$ cat src/sv/ueru_pkg.sv
// Shared types and constants for the ultrasonic echo ranger.
package ueru_pkg;

  // Width of a configuration register index and of its write data.
  localparam int CFG_IDX_W  = 4;
  localparam int CFG_DATA_W = 10;

  // Configuration register indexes.
  localparam logic [CFG_IDX_W-1:0] REG_TRIGGER_TICKS     = 4'd0;
  localparam logic [CFG_IDX_W-1:0] REG_GUARD_TICKS       = 4'd1;
  localparam logic [CFG_IDX_W-1:0] REG_LIMIT_CM          = 4'd2;
  localparam logic [CFG_IDX_W-1:0] REG_OUT_OF_RANGE_CODE = 4'd3;

  // Register values after reset.
  localparam logic [9:0] RST_TRIGGER_TICKS     = 10'd192;
  localparam logic [9:0] RST_GUARD_TICKS       = 10'd320;
  localparam logic [7:0] RST_LIMIT_CM          = 8'd200;
  localparam logic [7:0] RST_OUT_OF_RANGE_CODE = 8'd205;

  // Distance scale: centimeters = ticks * CM_NUM / CM_DEN.
  localparam int REM_W  = 24;
  localparam int QUOT_W = 9;
  localparam logic [14:0]      CM_NUM = 15'd17013;
  localparam logic [REM_W-1:0] CM_DEN = 24'd16000000;

  typedef struct packed {
    logic start_req;
    logic echo;
  } req_t;

  typedef struct packed {
    logic       trigger;
    logic       busy_res;
    logic [7:0] distance_cm;
    logic       done_res;
  } res_t;

  typedef struct packed {
    logic [9:0] trigger_ticks;
    logic [9:0] guard_ticks;
    logic [7:0] limit_cm;
    logic [7:0] out_of_range_code;
  } cfg_t;

  // Controls from the sequencer to the echo distance tracker.
  typedef struct packed {
    logic clear;
    logic count;
  } dist_ctl_t;

endpackage

$ cat src/sv/ueru_if.sv
// Channel interfaces for requests, results and configuration writes.
interface ueru_req_if;
  logic          valid;
  logic          ready;
  ueru_pkg::req_t data;
  modport source (output valid, output data, input ready);
  modport sink (input valid, input data, output ready);
endinterface

interface ueru_res_if;
  logic          valid;
  logic          ready;
  ueru_pkg::res_t data;
  modport source (output valid, output data, input ready);
  modport sink (input valid, input data, output ready);
endinterface

interface ueru_cfg_if;
  logic                             valid;
  logic                             ready;
  logic [ueru_pkg::CFG_IDX_W-1:0]   index;
  logic [ueru_pkg::CFG_DATA_W-1:0]  data;
  modport source (output valid, output index, output data, input ready);
  modport sink (input valid, input index, input data, output ready);
endinterface

$ cat src/sv/ultrasonic_echo_ranger_unit.sv
// Top level of the ultrasonic echo ranger: request and result registers around the sequencer.
// A request is first held in the input register; its result is then loaded into the
// result register, which offers it on the result channel.
// Throughput: one request per cycle while results are taken; the input register and the
// result register each hold one item, so a stalled result lets one more request in before
// the input stalls. Reset: synchronous; the phase returns to idle, counters clear,
// registers take their default values. There is no clearing pass.
module ultrasonic_echo_ranger_unit #(
  parameter int COUNT_WIDTH = 32
) (
  input logic       clk,
  input logic       rst,
  ueru_req_if.sink  req,
  ueru_res_if.source res,
  ueru_cfg_if.sink  cfg
);

  ueru_pkg::cfg_t      regs;
  ueru_pkg::req_t      req_q;
  logic                req_full;
  logic                step;
  ueru_pkg::dist_ctl_t dctl;
  ueru_pkg::res_t      result;
  logic [7:0]          distance;

  // A buffered request is processed when the result register can take it.
  assign step      = req_full && (!res.valid || res.ready);
  assign req.ready = !req_full || step;

  // Input register.
  always_ff @(posedge clk) begin
    if (rst) begin
      req_full <= 1'b0;
    end else if (req.valid && req.ready) begin
      req_full <= 1'b1;
    end else if (step) begin
      req_full <= 1'b0;
    end
  end

  always_ff @(posedge clk) begin
    if (req.valid && req.ready) begin
      req_q <= req.data;
    end
  end

  // Result register.
  always_ff @(posedge clk) begin
    if (rst) begin
      res.valid <= 1'b0;
    end else if (step) begin
      res.valid <= 1'b1;
    end else if (res.ready) begin
      res.valid <= 1'b0;
    end
  end

  always_ff @(posedge clk) begin
    if (step) begin
      res.data <= result;
    end
  end

  ueru_cfg_regs u_cfg_regs (
    .clk  (clk),
    .rst  (rst),
    .cfg  (cfg),
    .regs (regs)
  );

  ueru_seq u_seq (
    .clk      (clk),
    .rst      (rst),
    .step     (step),
    .item     (req_q),
    .regs     (regs),
    .distance (distance),
    .dctl     (dctl),
    .result   (result)
  );

  ueru_dist #(
    .COUNT_WIDTH (COUNT_WIDTH)
  ) u_dist (
    .clk      (clk),
    .rst      (rst),
    .step     (step),
    .ctl      (dctl),
    .regs     (regs),
    .distance (distance)
  );

  // A done result always comes from a busy sequencer.
  a_done_busy: assert property (@(posedge clk) disable iff (rst)
    res.valid && res.data.done_res |-> res.data.busy_res)
    else $error("done result reported while not busy");

  // The trigger is only driven during a measurement.
  a_trig_busy: assert property (@(posedge clk) disable iff (rst)
    res.valid && res.data.trigger |-> res.data.busy_res)
    else $error("trigger driven while idle");

  // A measurement cannot finish during the trigger pulse.
  a_trig_not_done: assert property (@(posedge clk) disable iff (rst)
    res.valid |-> !(res.data.trigger && res.data.done_res))
    else $error("done reported during the trigger pulse");

endmodule

$ cat src/sv/ueru_cfg_regs.sv
// Configuration register bank of the echo ranger.
module ueru_cfg_regs (
  input  logic           clk,
  input  logic           rst,
  ueru_cfg_if.sink       cfg,
  output ueru_pkg::cfg_t regs
);

  // Writes are always taken.
  assign cfg.ready = 1'b1;

  // Register write decode; unknown indexes are dropped.
  always_ff @(posedge clk) begin
    if (rst) begin
      regs.trigger_ticks     <= ueru_pkg::RST_TRIGGER_TICKS;
      regs.guard_ticks       <= ueru_pkg::RST_GUARD_TICKS;
      regs.limit_cm          <= ueru_pkg::RST_LIMIT_CM;
      regs.out_of_range_code <= ueru_pkg::RST_OUT_OF_RANGE_CODE;
    end else if (cfg.valid) begin
      unique case (cfg.index)
        ueru_pkg::REG_TRIGGER_TICKS:     regs.trigger_ticks     <= cfg.data;
        ueru_pkg::REG_GUARD_TICKS:       regs.guard_ticks       <= cfg.data;
        ueru_pkg::REG_LIMIT_CM:          regs.limit_cm          <= cfg.data[7:0];
        ueru_pkg::REG_OUT_OF_RANGE_CODE: regs.out_of_range_code <= cfg.data[7:0];
        default: ;
      endcase
    end
  end

endmodule

$ cat src/sv/ueru_dist.sv
// Echo tick counter that keeps the distance as a running quotient and remainder.
module ueru_dist #(
  parameter int COUNT_WIDTH = 32
) (
  input  logic                 clk,
  input  logic                 rst,
  input  logic                 step,
  input  ueru_pkg::dist_ctl_t  ctl,
  input  ueru_pkg::cfg_t       regs,
  output logic [7:0]           distance
);

  logic [COUNT_WIDTH-1:0]      count;
  logic [COUNT_WIDTH-1:0]      count_next;
  logic [ueru_pkg::REM_W-1:0]  rem;
  logic [ueru_pkg::REM_W-1:0]  rem_next;
  logic [ueru_pkg::QUOT_W-1:0] quot;
  logic [ueru_pkg::QUOT_W-1:0] quot_next;
  logic [COUNT_WIDTH-1:0]      base_count;
  logic [ueru_pkg::REM_W-1:0]  base_rem;
  logic [ueru_pkg::QUOT_W-1:0] base_quot;
  logic [ueru_pkg::REM_W:0]    rem_sum;
  logic [ueru_pkg::REM_W:0]    rem_diff;
  logic                        out_of_range;

  // Each counted tick adds CM_NUM to the remainder; a remainder reaching CM_DEN
  // bumps the quotient, which sticks at its top value. A saturated count
  // stops the scaled value from growing.
  always_comb begin
    base_count = ctl.clear ? '0 : count;
    base_rem   = ctl.clear ? '0 : rem;
    base_quot  = ctl.clear ? '0 : quot;
    rem_sum    = {1'b0, base_rem} + {{(ueru_pkg::REM_W + 1 - 15){1'b0}}, ueru_pkg::CM_NUM};
    rem_diff   = rem_sum - {1'b0, ueru_pkg::CM_DEN};
    count_next = base_count;
    rem_next   = base_rem;
    quot_next  = base_quot;
    if (ctl.count && !(&base_count)) begin
      count_next = base_count + {{(COUNT_WIDTH-1){1'b0}}, 1'b1};
      if (rem_sum >= {1'b0, ueru_pkg::CM_DEN}) begin
        rem_next  = rem_diff[ueru_pkg::REM_W-1:0];
        quot_next = (&base_quot) ? base_quot
                                 : base_quot + {{(ueru_pkg::QUOT_W-1){1'b0}}, 1'b1};
      end else begin
        rem_next = rem_sum[ueru_pkg::REM_W-1:0];
      end
    end
  end

  always_ff @(posedge clk) begin
    if (rst) begin
      count <= '0;
      rem   <= '0;
      quot  <= '0;
    end else if (step) begin
      count <= count_next;
      rem   <= rem_next;
      quot  <= quot_next;
    end
  end

  // Out of range when the count is zero or the scaled count exceeds the
  // limit: the quotient is above it, or equal with a nonzero remainder.
  always_comb begin
    out_of_range = (count == '0)
                || (quot > {1'b0, regs.limit_cm})
                || ((quot == {1'b0, regs.limit_cm}) && (rem != '0));
    distance = out_of_range ? regs.out_of_range_code : quot[7:0];
  end

endmodule

$ cat src/sv/ueru_seq.sv
// Measurement sequencer: trigger timing, echo edge detection and results.
module ueru_seq (
  input  logic                clk,
  input  logic                rst,
  input  logic                step,
  input  ueru_pkg::req_t      item,
  input  ueru_pkg::cfg_t      regs,
  input  logic [7:0]          distance,
  output ueru_pkg::dist_ctl_t dctl,
  output ueru_pkg::res_t      result
);

  localparam logic [2:0] PH_IDLE       = 3'd0;
  localparam logic [2:0] PH_GUARD_PRE  = 3'd1;
  localparam logic [2:0] PH_TRIG       = 3'd2;
  localparam logic [2:0] PH_GUARD_POST = 3'd3;
  localparam logic [2:0] PH_LISTEN     = 3'd4;

  logic [2:0] phase;
  logic [2:0] phase_next;
  logic [9:0] phase_ticks;
  logic [9:0] phase_ticks_next;
  logic       echo_active;
  logic       echo_active_next;
  logic       prev_echo;
  logic [9:0] tick_inc;
  logic [9:0] phase_len;
  logic       expired;
  logic       rise;
  logic       fall;

  // Timed phase length, whether it ends this tick, and the echo edges.
  always_comb begin
    phase_len = (phase == PH_TRIG) ? regs.trigger_ticks : regs.guard_ticks;
    tick_inc  = phase_ticks + 10'd1;
    expired   = tick_inc >= phase_len;
    rise      = item.echo && !prev_echo;
    fall      = echo_active && !item.echo && prev_echo;
  end

  // Phase transitions and result for one tick.
  always_comb begin
    phase_next         = phase;
    phase_ticks_next   = phase_ticks;
    echo_active_next   = echo_active;
    dctl               = '0;
    result.trigger     = (phase == PH_TRIG);
    result.busy_res    = (phase != PH_IDLE);
    result.distance_cm = 8'd0;
    result.done_res    = 1'b0;
    unique case (phase) inside
      PH_IDLE: begin
        if (item.start_req) begin
          phase_next       = PH_GUARD_PRE;
          phase_ticks_next = '0;
          echo_active_next = 1'b0;
          dctl.clear       = 1'b1;
        end
      end
      PH_GUARD_PRE, PH_TRIG, PH_GUARD_POST: begin
        if (expired) begin
          phase_ticks_next = '0;
          phase_next = (phase == PH_GUARD_PRE) ? PH_TRIG :
                       (phase == PH_TRIG)      ? PH_GUARD_POST : PH_LISTEN;
        end else begin
          phase_ticks_next = tick_inc;
        end
      end
      PH_LISTEN: begin
        dctl.clear = rise;
        dctl.count = (echo_active || rise) && item.echo;
        echo_active_next = echo_active || rise;
        if (fall) begin
          result.distance_cm = distance;
          result.done_res    = 1'b1;
          echo_active_next   = 1'b0;
          phase_next         = PH_IDLE;
          phase_ticks_next   = '0;
        end
      end
      default: begin
        phase_next       = PH_IDLE;
        phase_ticks_next = '0;
      end
    endcase
  end

  always_ff @(posedge clk) begin
    if (rst) begin
      phase       <= PH_IDLE;
      phase_ticks <= '0;
      echo_active <= 1'b0;
      prev_echo   <= 1'b0;
    end else if (step) begin
      phase       <= phase_next;
      phase_ticks <= phase_ticks_next;
      echo_active <= echo_active_next;
      prev_echo   <= item.echo;
    end
  end

  // A completed measurement always returns the sequencer to idle.
  a_done_to_idle: assert property (@(posedge clk) disable iff (rst)
    step && result.done_res |=> phase == PH_IDLE)
    else $error("sequencer did not return to idle after a result");

  // Echo tracking is only armed while listening.
  a_active_listen: assert property (@(posedge clk) disable iff (rst)
    echo_active |-> phase == PH_LISTEN)
    else $error("echo tracking armed outside the listening phase");

  // The counter never runs while idle.
  a_no_count_idle: assert property (@(posedge clk) disable iff (rst)
    phase == PH_IDLE |-> !dctl.count)
    else $error("echo counter enabled while idle");

endmodule
$ cat src/flat_wrapper.sv
// flat-port wrapper written by rule: the top's interface ports become plain ports
module ultrasonic_echo_ranger_unit_flat 
#(
  parameter int COUNT_WIDTH = 32
)
  (clk, rst, req_valid, req_data, req_ready, res_valid, res_data, res_ready, cfg_valid, cfg_index, cfg_data, cfg_ready);
  ueru_req_if req_i ();
  ueru_res_if res_i ();
  ueru_cfg_if cfg_i ();
  input logic clk;
  input logic rst;
  input wire logic [$bits(req_i.valid)-1:0] req_valid;
  input wire logic [$bits(req_i.data)-1:0] req_data;
  output wire logic [$bits(req_i.ready)-1:0] req_ready;
  output wire logic [$bits(res_i.valid)-1:0] res_valid;
  output wire logic [$bits(res_i.data)-1:0] res_data;
  input wire logic [$bits(res_i.ready)-1:0] res_ready;
  input wire logic [$bits(cfg_i.valid)-1:0] cfg_valid;
  input wire logic [$bits(cfg_i.index)-1:0] cfg_index;
  input wire logic [$bits(cfg_i.data)-1:0] cfg_data;
  output wire logic [$bits(cfg_i.ready)-1:0] cfg_ready;
  assign req_i.valid = req_valid;
  assign req_i.data = req_data;
  assign req_ready = req_i.ready;
  assign res_valid = res_i.valid;
  assign res_data = res_i.data;
  assign res_i.ready = res_ready;
  assign cfg_i.valid = cfg_valid;
  assign cfg_i.index = cfg_index;
  assign cfg_i.data = cfg_data;
  assign cfg_ready = cfg_i.ready;
  ultrasonic_echo_ranger_unit #(.COUNT_WIDTH(COUNT_WIDTH)) u_core (.clk(clk), .rst(rst), .req(req_i), .res(res_i), .cfg(cfg_i));
endmodule
$ cat config.mk
export PLATFORM = sky130hd
export DESIGN_NAME = ultrasonic_echo_ranger_unit_flat
export DESIGN_NICKNAME = d
export VERILOG_FILES = /design/src/sv/ueru_pkg.sv /design/src/sv/ueru_if.sv /design/src/sv/ultrasonic_echo_ranger_unit.sv /design/src/sv/ueru_cfg_regs.sv /design/src/sv/ueru_dist.sv /design/src/sv/ueru_seq.sv /design/src/flat_wrapper.sv
export SDC_FILE = /design/constraint.sdc
export NUM_CORES = 1
export LEC_CHECK = 0
export BUFFER_PORTS_ARGS = -buffer_cell sky130_fd_sc_hd__buf_2
export CAP_MARGIN = 20
export CORE_MARGIN = 3
export CORE_UTILIZATION = 40
export CTS_CLUSTER_DIAMETER = 50
export DETAILED_ROUTE_END_ITERATION = 12
export HOLD_SLACK_MARGIN = 0.15
export PLACE_DENSITY = 0.6
export REMOVE_ABC_BUFFERS = 1
export SLEW_MARGIN = 20
export SYNTH_ARGS = -nofsm -noshare
export SYNTH_HDL_FRONTEND = slang
export SYNTH_SLANG_ARGS = --single-unit
export TNS_END_PERCENT = 1
$ cat constraint.sdc
create_clock -name clk -period 13.4 [get_ports clk]
set_clock_uncertainty 0.05 [all_clocks]
set_input_delay 1.34 -clock clk [delete_from_list [all_inputs] [get_ports clk]]
set_output_delay 1.34 -clock clk [all_outputs]
set_load 0.01 [all_outputs]
==> out/metrics.yaml, run 1 <==
run_status:
  status: "completed"
critical_path:
  worst_setup_path_end_kind: "flip-flop"
  crit_arrival_ns: 5.50
  cp_max_fo: 36
  start_kind: "flip-flop"
  path_class: "reg -> reg"
  required_ns: 13.70
final_layout:
  diodes: 0
  drive_gt1_frac: 0.09053
  finalInstanceArea_mm2: 0.008483
  fin_nets: 993
  syn2layout_area_growth_pct: 11.77
  fin_cells: 1190
clock_tree:
  cts_tree: "done"
  clock_sink_count: 131
  cts-root-to-sink-buffers: 2
  clk_latency_ns: 0.42
  cts_made_buffers: 17
  postCtsSetupBuffers: 0
  ctsResizeCount: 0
  cts-root-buf: "clkbuf_16"
  htreeDepth: 4
  clk_pin_slew_worst_paths_ns: 0.06
  cts_hold_buf: 0
timing:
  maxSlewViolCount: 0
  fin_crit_ns: 5.198
  finalSetupTns_ns: 0
  max_clock_freq_mhz: 192.4
  tightest_slew_ns: 1.068
  finalCritPeriodShare: 0.3879
  finalSetupViolCount: 0
  holdWs_ns: 0.4106
  finalHoldViolations: 0
  slew_headroom: 0.2842
  rsz0062_at_grt: "false"
placed_design:
  dpl_cell_area_mm2: 0.007915
  gp_congestion: 0.8626
  port_buffers: 33
  dp_hpwl_mm: 12.79
  dpl.cell_count: 1157
worst_hold_path:
  hp-class: "reg -> reg"
pwr:
  p_leak_nw: 3.165
  ir_drop_uv: 80.88
  power_density_mw_per_mm2: 106.4
synth:
  synth_top_area_cell: "dfxtp_1"
  syn_area_mm2: 0.007590
  yosys_warnings: 0
  yosysSeqAreaShare: 0.3627
  synth.top_cell.area_share: 0.3112
  ys.flop_type: "dfxtp_1"
  avgSynthCellArea_um2: 8.117
  synth_common_cells: "nand2_1, nor2_1, dfxtp_1"
  syn_inst: 935
  yosys-top-cells-area: "dfxtp_1, mux2i_1, nand2_1"
  async_flop_share: 0
  yosysUniqueCellTypes: 66
  synth_edf_count: 13
  ys_ff_latch: 131
die:
  start_util: 0.4154
  top_level_ports: 35
  fp.dieArea_mm2: 0.02066
  row_count: 49
  chipWidth_um: 143.7
  die_h_um: 143.7
  core-area_mm2: 0.01827
grt:
  grt_pass1_wl_mm: 32.13
  grtUsageTotal: 0.1931
  antenna_found_initial: 0
  grt_max_degree: 81
  first_global_vias: 6223
  gr-total-overflow: 0
drt:
  finalWirelength_mm: 19.29
  vias: 6690
  firstDrtPassIters: 5
  vias_per_cell: 5.622
  wl_per_cell_um: 16.21
  drtAntennaViolNets: 0
  drtIter0Drc: 387
  drcViolationCount: 0
flow_run:
  maxCapViolCount: 0
-- kinds of logic after synthesis --
group                      synth area share
AOI/OAI and AO/OA                    0.1563
xor gates and xnor gates            0.06462
adders and majority gates           0.03957
buffers and inverters               0.04369
DFF                                  0.3627
muxes                               0.06231
other                             0.0004941
and+or+nand+nor                      0.2704
-- final timing paths --
check / slack (ns) / start / to / cells after the start
worst max register to register: 8.20 / u_core.u_seq.phase[0]$_SDFFE_PP0P_ / u_core.u_dist.rem[15]$_SDFFE_PP0P_ / 20
worst max-delay path: 8.20 / u_core.u_seq.phase[0]$_SDFFE_PP0P_ / u_core.u_dist.rem[15]$_SDFFE_PP0P_ / 20
worst min-delay path: 0.41 / u_core.u_cfg_regs.regs[22]$_SDFFE_PP1P_ / u_core.u_cfg_regs.regs[22]$_SDFFE_PP1P_ / 1
worst min register to register: 0.41 / u_core.u_cfg_regs.regs[22]$_SDFFE_PP1P_ / u_core.u_cfg_regs.regs[22]$_SDFFE_PP1P_ / 1
-- registers in the layout, indices dropped and copies added (netlist names) --
signal	count
u_core.u_dist.count	32
u_core.res.data	11
u_core.u_seq.echo_active	1
u_core.u_cfg_regs.regs	36
u_core.u_seq.phase_ticks	10
u_core.u_dist.rem	24
u_core.u_seq.phase	3
u_core.req_full	1
u_core.u_seq.prev_echo	1
u_core.res.valid	1
u_core.req_q	2
u_core.u_dist.quot	9
-- power by group --
part           switching (mW)  leakage [nW]  internal, mW
Combinational          0.0337          1.82        0.0143
Sequential            0.00252          1.08         0.400
Clock                   0.169         0.270         0.283
-- area by class of cell --
| type | instances | area [um^2] |
|---|---|---|
| clock buffers | 27 | 483.0 |
| clock inverters | 5 | 77.57 |
| fillers | 1805 | 9787 |
| inverters | 29 | 108.9 |
| multi-input cells | 724 | 4517 |
| flip-flops and latches | 131 | 2753 |
| well taps | 229 | 286.5 |
| repair buffers | 45 | 257.7 |
-- through the flow --
step / setup slack, ns / utilization / power [mW]
floorplan: 8.819 / - / 0.4354
CTS: 8.289 / 0.4639 / 0.9112
finish: 8.202 / 0.4643 / 0.9026
global placement: 8.407 / 0.4332 / 0.4590
global route: 7.698 / 0.4643 / 0.9315
detailed placement: 8.305 / 0.4332 / 0.4589
-- cell usage in the layout (no fill, tap or decap), types with 12 or more instances in the layout --
cell / instances
nand2_1: 119
nor2_1: 119
dfxtp_1: 118
mux2i_1: 45
xnor2_1: 41
a21oi_1: 40
nand3_1: 32
buf_2: 32
o21ai_0: 30
inv_1: 29
nor3_1: 26
ha_1: 24
and3_1: 20
nand4_1: 19
nor4_1: 18
clkbuf_16: 17
and2_1: 16
xor2_1: 15
a211o_1: 13
a31oi_1: 13
edfxtp_1: 13
nand2b_1: 12
buf_4: 12
-- critical path, cell delays in order (launching register included) --
cell	delay, ns
dfxtp_1	0.35
nor2_1	0.41
o21ai_2	0.09
buf_4	0.27
and2_1	0.21
ha_1	0.23
o21ai_1	0.27
a21oi_1	0.15
xnor2_1	0.16
nor2_1	0.13
ha_1	0.16
nand2_1	0.05
nor3_1	0.12
nand3_1	0.09
nor3_1	0.15
nor4b_1	0.54
o41ai_2	0.20
o21ai_2	0.72
a21boi_0	0.23
or3_1	0.36
a31oi_1	0.16
-- routing by layer --
metal / routed length, um / vias up / GRT usage
li1: - / 3359 / -
met1: 9868 / 3161 / 0.2835
met2: 8323 / 143 / 0.2862
met3: 854 / 27 / 0.03627
met4: 240 / 0 / 0.05996
met5: 0 / - / 0
Power figures use the tool's default switching activity.
==> run 2, diff against run 1 <==
clock period = 5.4 ns   (was 13.4 ns; I/O delays follow)
==> out/metrics.yaml, run 2 (synthesis results as in run 1) <==
run_status:
  status: "completed"
grt:
  grt_max_degree: 89  # +9.9%
  antenna_found_initial: 0  # unchanged
  grtUsageTotal: 0.1915  # -0.001627
  grt_pass1_wl_mm: 31.83  # -0.92%
  first_global_vias: 6072  # -2.4%
  gr-total-overflow: 0  # unchanged
pwr:
  p_leak_nw: 3.218  # +1.7%
  ir_drop_uv: 209.4  # +160%
  power_density_mw_per_mm2: 273.6  # +160%
critical_path:
  worst_setup_path_end_kind: "flip-flop"
  cp_max_fo: 21  # -42%
  required_ns: 5.70  # -8.00 ns
  crit_arrival_ns: 4.90  # -0.60 ns
  start_kind: "flip-flop"
  setup.worst_path.start: "u_core.u_seq.phase[1]$_SDFFE_PP0P_"
  path_class: "reg -> reg"
  r2r_start: "u_core.u_seq.phase[1]$_SDFFE_PP0P_"
  r2r_cells: 20  # unchanged
drt:
  drtIter0Drc: 549  # +42%
  vias: 6652  # -0.57%
  firstDrtPassIters: 5  # unchanged
  finalWirelength_mm: 19.04  # -1.3%
  drtAntennaViolNets: 0  # unchanged
  drcViolationCount: 0  # unchanged
  vias_per_cell: 5.585  # -0.65%
  wl_per_cell_um: 15.99  # -1.4%
clock_tree:
  cts_tree: "done"
  cts_made_buffers: 17  # unchanged
  clk_pin_slew_worst_paths_ns: 0.06  # about the same
  cts-root-to-sink-buffers: 2  # unchanged
  htreeDepth: 4  # unchanged
  clk_latency_ns: 0.42  # about the same
  ctsResizeCount: 0  # unchanged
  cts_hold_buf: 0  # unchanged
  clock_sink_count: 131  # unchanged
  cts-root-buf: "clkbuf_16"
  postCtsSetupBuffers: 0  # unchanged
placed_design:
  gp_congestion: 0.9082  # +5.3%
  dpl_cell_area_mm2: 0.007923  # about the same
  place_ws_ns: 0.8505  # -7.454 ns
  dp_hpwl_mm: 12.87  # +0.58%
  port_buffers: 33  # unchanged
die:
  fp.dieArea_mm2: 0.02066  # unchanged
  start_util: 0.4154  # unchanged
  die_h_um: 143.7  # unchanged
  chipWidth_um: 143.7  # unchanged
  row_count: 49  # unchanged
  core-area_mm2: 0.01827  # unchanged
  top_level_ports: 35  # unchanged
worst_hold_path:
  hp-class: "in -> reg"
  whs_path_depth: 1  # unchanged
  hold_path.startpoint: "req_data[0]"
timing:
  fin_crit_ns: 4.604  # -0.5936 ns
  slew_headroom: 0.3574  # +0.07329
  finalSetupTns_ns: 0  # unchanged
  finalCritPeriodShare: 0.8526  # +0.4647
  finalSetupViolCount: 0  # unchanged
  tightest_slew_ns: 0.9638  # -0.1041 ns
  maxSlewViolCount: 0  # unchanged
  rsz0062_at_grt: "false"
  max_clock_freq_mhz: 217.2  # +13%
  finalHoldViolations: 0  # unchanged
  timing.final.ws_setup_ns: 0.7958  # -7.406 ns
final_layout:
  fin_nets: 994  # +0.10%
  largest_register_ffs: 36  # unchanged
  syn2layout_area_growth_pct: 13.01
  largestRegisters: "u_core.u_cfg_regs.regs: 36 flops, u_core.u_dist.count: 32 flops, u_core.u_dist.rem: 24 flops"
  drive_gt1_frac: 0.09979  # +0.009261
  diodes: 0  # unchanged
  top_register: "u_core.u_cfg_regs.regs"
  utilization: 0.4695  # +0.005136
  most-common-layout-cells: "nand2_1, nor2_1, dfxtp_1, mux2i_1, xnor2_1"
  finalInstanceArea_mm2: 0.008577  # +1.1%
flow_run:
  maxCapViolCount: 0  # unchanged
## run 2: cell type report
cell class	count	area (um^2)
clock buffers	23	520.5
inverters	29	108.9
repair buffers	46	265.3
fillers	1821	9693
well taps	229	286.5
clock inverters	9	113.9
flip-flops and latches	131	2753
multi-input cells	724	4529
## run 2: worst max-delay path: stages (launching register included)
cell and delay (ns):
dfxtp_1 0.36, nor2_1 0.40, o21ai_2 0.14, and2_1 0.19
ha_1 0.24, o21ai_1 0.27, a21oi_1 0.15, xnor2_1 0.16
nor2_1 0.14, ha_1 0.18, nand2_1 0.05, nor3_1 0.13
nand3_1 0.09, nor3_1 0.13, nor4b_1 0.58, o41ai_2 0.21
o21ai_2 0.14, buf_4 0.26, a21boi_0 0.16, or3_1 0.33
a31oi_1 0.16
## run 2: path summary, 6_finish.rpt
path	slack [ns]	to
setup / recovery	0.80	u_core.u_dist.rem[15]$_SDFFE_PP0P_
setup reg to reg	0.80	u_core.u_dist.rem[15]$_SDFFE_PP0P_
hold / removal	0.25	u_core.req_q[0]$_DFFE_PP_
hold reg to reg	0.41	u_core.u_cfg_regs.regs[24]$_SDFFE_PP1P_
## run 2: report_power, final
group          switching, mW  internal [mW]
combinational         0.0851         0.0356
clock                  0.450          0.777
sequential           0.00643          0.992
total                  0.542           1.80
## run 2: through the flow
| stage | total power [mW] | instances | hold WS (ns) |
|---|---|---|---|
| 3_3_place_gp | 1.140 | 1158 | 0.3920 |
| 4_1_cts | 2.373 | 1190 | 0.2307 |
| 2_1_floorplan | 1.080 | 884 | 0.3847 |
| 5_1_grt | 2.427 | 1191 | 0.2241 |
| 3_5_place_dp | 1.140 | 1158 | 0.3990 |
| 6_report | 2.346 | 1191 | 0.2487 |
## run 2: layer usage
layer  up-vias  track usage  share of wire
met2       166       0.2734           0.42
met3        19      0.03694          0.046
met4         0      0.05005          0.011
met5         -            0              0
li1       3364            -              -
met1      3103       0.2931           0.52
==> run 3, diff against run 2 <==
ABC_AREA = 1   (was unset)
==> out/metrics.yaml, run 3 <==
run_status:
  status: "completed"
final_layout:
  syn2layout_area_growth_pct: 10.96
  largestRegisters: "u_core.u_cfg_regs.regs: 36 flops, u_core.u_dist.count: 32 flops, u_core.u_dist.rem: 24 flops"
  finalInstanceArea_mm2: 0.009510  # +11%
  drive_gt1_frac: 0.1257  # +0.02587
  multi_input_area_mm2: 0.004960  # +9.5%
  most-common-layout-cells: "nand2_1, inv_1, nor2_1, a21oi_1, dfxtp_1"
  filler_cell_count: 2135  # +17%
  final_common_cell: "nand2_1"
  fin_nets: 1345  # +35%
  seqCellArea_mm2: 0.002753  # unchanged
  top_register: "u_core.u_cfg_regs.regs"
  largest_register_ffs: 36  # unchanged
  diodes: 0  # unchanged
drt:
  drtAntennaViolNets: 0  # unchanged
  vias_per_cell: 5.226  # -6.4%
  vias: 8272  # +24%
  drtIter0Drc: 497  # -9.5%
  wl_per_cell_um: 14.75  # -7.7%
  finalWirelength_mm: 23.35  # +23%
  drcViolationCount: 0  # unchanged
  firstDrtPassIters: 5  # unchanged
timing:
  slew_headroom: 0.3776  # +0.02012
  fin_crit_ns: 4.617  # +0.01290 ns
  finalCritPeriodShare: 0.8550  # +0.002390
  tightest_slew_ns: 0.9265  # -0.03731 ns
  finalSetupViolCount: 0  # unchanged
  max_clock_freq_mhz: 216.6  # -0.28%
  holdWs_ns: 0.2429  # -0.005792 ns
  finalHoldViolations: 0  # unchanged
  rsz0062_at_grt: "false"
  finalSetupTns_ns: 0  # unchanged
  timing.final.ws_setup_ns: 0.7829  # -0.01290 ns
  maxSlewViolCount: 0  # unchanged
clock_tree:
  clk_latency_ns: 0.43  # about the same
  cts-root-to-sink-buffers: 2  # unchanged
  postCtsSetupBuffers: 0  # unchanged
  ctsResizeCount: 0  # unchanged
  cts_tree: "done"
  clk_pin_slew_worst_paths_ns: 0.06  # about the same
  cts-root-buf: "clkbuf_16"
  cts_made_buffers: 17  # unchanged
  cts_hold_buf: 0  # unchanged
  htreeDepth: 4  # unchanged
  clock_sink_count: 131  # unchanged
synth:
  yosys_warnings: 0  # unchanged
  yosysMostFrequentCell: "nand2_1"
  avgSynthCellArea_um2: 6.696  # -18%
  synth_common_cells: "nand2_1, inv_1, nor2_1"
  ys_ff_latch: 131  # unchanged
  syn_inst: 1280  # +37%
  syn_area_mm2: 0.008571  # +13%
  yosys-top-cells-area: "dfxtp_1, nand2_1, a21oi_1"
  async_flop_share: 0  # unchanged
  synth_top_area_cell: "dfxtp_1"
  synth_edf_count: 13  # unchanged
  yosysUniqueCellTypes: 53  # -20%
  ys.flop_type: "dfxtp_1"
  yosysSeqAreaShare: 0.3212  # -0.04151
  synth.top_cell.area_share: 0.2756  # -0.03562
critical_path:
  start_kind: "flip-flop"
  worst_setup_path_end_kind: "flip-flop"
  required_ns: 5.70  # about the same
  slowest_stage: "nand3_2"
  rr_endpoint: "u_core.u_dist.rem[19]$_SDFFE_PP0P_"
  cpMostUsedCell: "nand3_1"
  reg2reg_slack_ns: 0.78  # about the same
  cp_max_fo: 29  # +38%
  crit_arrival_ns: 4.92  # +0.02 ns
  critPathMaxStageDelay_ns: 0.55  # -0.03 ns
  r2r_cells: 28  # +40%
  path_class: "reg -> reg"
  r2r_start: "u_core.u_seq.phase[0]$_SDFFE_PP0P_"
pwr:
  clockPowerShare: 0.486  # -0.037
  swShare: 0.2735  # +0.04276
  power_density_mw_per_mm2: 252.8  # -7.6%
  p_leak_nw: 3.688  # +15%
  ir_drop_uv: 192.4  # -8.1%
  p_seq_frac: 0.422  # -0.004
  p_int_mw: 1.747  # -3.2%
  p_total_mw: 2.404  # +2.5%
  comb_power_share: 0.092  # +0.041
  switchingPower_uw: 657.7  # +21%
worst_hold_path:
  whs_path_depth: 1  # unchanged
  holdPathEnd: "u_core.req_q[0]$_DFFE_PP_"
  hold_path.startpoint: "req_data[0]"
  hp-class: "in -> reg"
die:
  die_h_um: 152.4  # +6.0%
  row_count: 52  # +6.1%
  top_level_ports: 35  # unchanged
  fp.dieArea_mm2: 0.02322  # +12%
  chipWidth_um: 152.4  # +6.0%
  start_util: 0.4156  # about the same
  core-area_mm2: 0.02062  # +13%
grt:
  antenna_found_initial: 0  # unchanged
  grtUsageTotal: 0.1999  # +0.008399
  first_global_vias: 7696  # +27%
  grt_max_degree: 65  # -27%
  grt_pass1_wl_mm: 38.68  # +22%
  gr-total-overflow: 0  # unchanged
placed_design:
  dp_hpwl_mm: 16.25  # +26%
  place_ws_ns: 0.8402  # -0.01031 ns
  dpl_cell_area_mm2: 0.008906  # +12%
  gp_congestion: 0.8952  # -1.4%
  port_buffers: 33  # unchanged
flow_run:
  maxCapViolCount: 0  # unchanged
==> run 3: cell types whose count changed in the layout (fill, tap and decap cells not counted), sizes merged, moves of 16 or more <==
| cell | change |
|---|---|
| nor2 | +35 |
| nand3 | +57 |
| and2 | -16 |
| xnor2 | -33 |
| o21ai | +55 |
| a21oi | +84 |
| and3 | -20 |
| mux2i | -44 |
| nand2 | +190 |
| nand4 | +18 |
| inv | +131 |
==> run 3: metrics by stage <==
step	util	instances
after floorplan	-	1234
after global placement	0.4318	1549
after detailed placement	0.4318	1549
after CTS	0.4600	1581
after global routing	0.4611	1583
final	0.4611	1583
==> run 3: layout make-up <==
| class | count | area share |
|---|---|---|
| Multi-Input combinational cell | 943 | 0.5215 |
| Inverter | 160 | 0.06315 |
| Tap cell | 270 | 0.03552 |
| Sequential cell | 131 | 0.2894 |
| Clock buffer | 19 | 0.04552 |
| Timing Repair Buffer | 47 | 0.02921 |
| Clock inverter | 13 | 0.01566 |
==> run 3: kinds of logic after synthesis <==
kind of cell | count (synthesis) | synth area share
muxes | 1 | 0.001168
DFF | 131 | 0.3212
xor gates and xnor gates | 33 | 0.03635
AOI/OAI and AO/OA | 236 | 0.1509
and+or+nand+nor | 648 | 0.3545
adders and majority gates | 24 | 0.03504
other | 1 | 0.0004375
buffers and inverters | 206 | 0.1004
==> run 3: power groups by stage <==
| stage | Combinational [mW] | Sequential (mW) | Clock, mW |
|---|---|---|---|
| 3_5_place_dp | 0.219 | 1.04 | 0 |
| 5_1_grt | 0.250 | 1.02 | 1.23 |
| 4_1_cts | 0.220 | 1.01 | 1.19 |
| 3_3_place_gp | 0.217 | 1.04 | 0 |
| 6_report | 0.221 | 1.01 | 1.17 |
| 2_1_floorplan | 0.131 | 1.03 | 0 |
==> run 3: worst max-delay path by stage <==
stage | startpoint | end | slack [ns] | cells past startpoint
3_3_place_gp | u_core.u_seq.phase[0]$_SDFFE_PP0P_ | u_core.u_dist.rem[19]$_SDFFE_PP0P_ | 0.93 | 28
5_1_grt | u_core.u_seq.phase[0]$_SDFFE_PP0P_ | u_core.u_dist.rem[19]$_SDFFE_PP0P_ | 0.35 | 28
6_report | u_core.u_seq.phase[0]$_SDFFE_PP0P_ | u_core.u_dist.rem[19]$_SDFFE_PP0P_ | 0.78 | 28
4_1_cts | u_core.u_seq.phase[0]$_SDFFE_PP0P_ | u_core.u_dist.rem[19]$_SDFFE_PP0P_ | 0.82 | 28
3_5_place_dp | u_core.u_seq.phase[0]$_SDFFE_PP0P_ | u_core.u_dist.quot[2]$_SDFFE_PP0P_ | 0.84 | 28
2_1_floorplan | u_core.req_q[0]$_DFFE_PP_ | u_core.u_dist.quot[2]$_SDFFE_PP0P_ | 1.21 | 29
==> run 3: critical path, delay by kind of cell, from the launching register on <==
family / cells / cell delay [ns]
buffers and inverters: 3 / 0.49
DFF: 1 / 0.35
and+or+nand+nor: 21 / 2.81
xor gates and xnor gates: 1 / 0.24
adders and majority gates: 2 / 0.45
AOI/OAI and AO/OA: 1 / 0.12
==> run 3: layer usage <==
metal | vias up | wire (um) | global-route usage
met4 | 0 | 553 | 0.07449
met2 | 181 | 10610 | 0.3245
li1 | 4269 | - | -
met1 | 3790 | 11160 | 0.2637
met3 | 32 | 1022 | 0.03976
met5 | - | 0 | 0
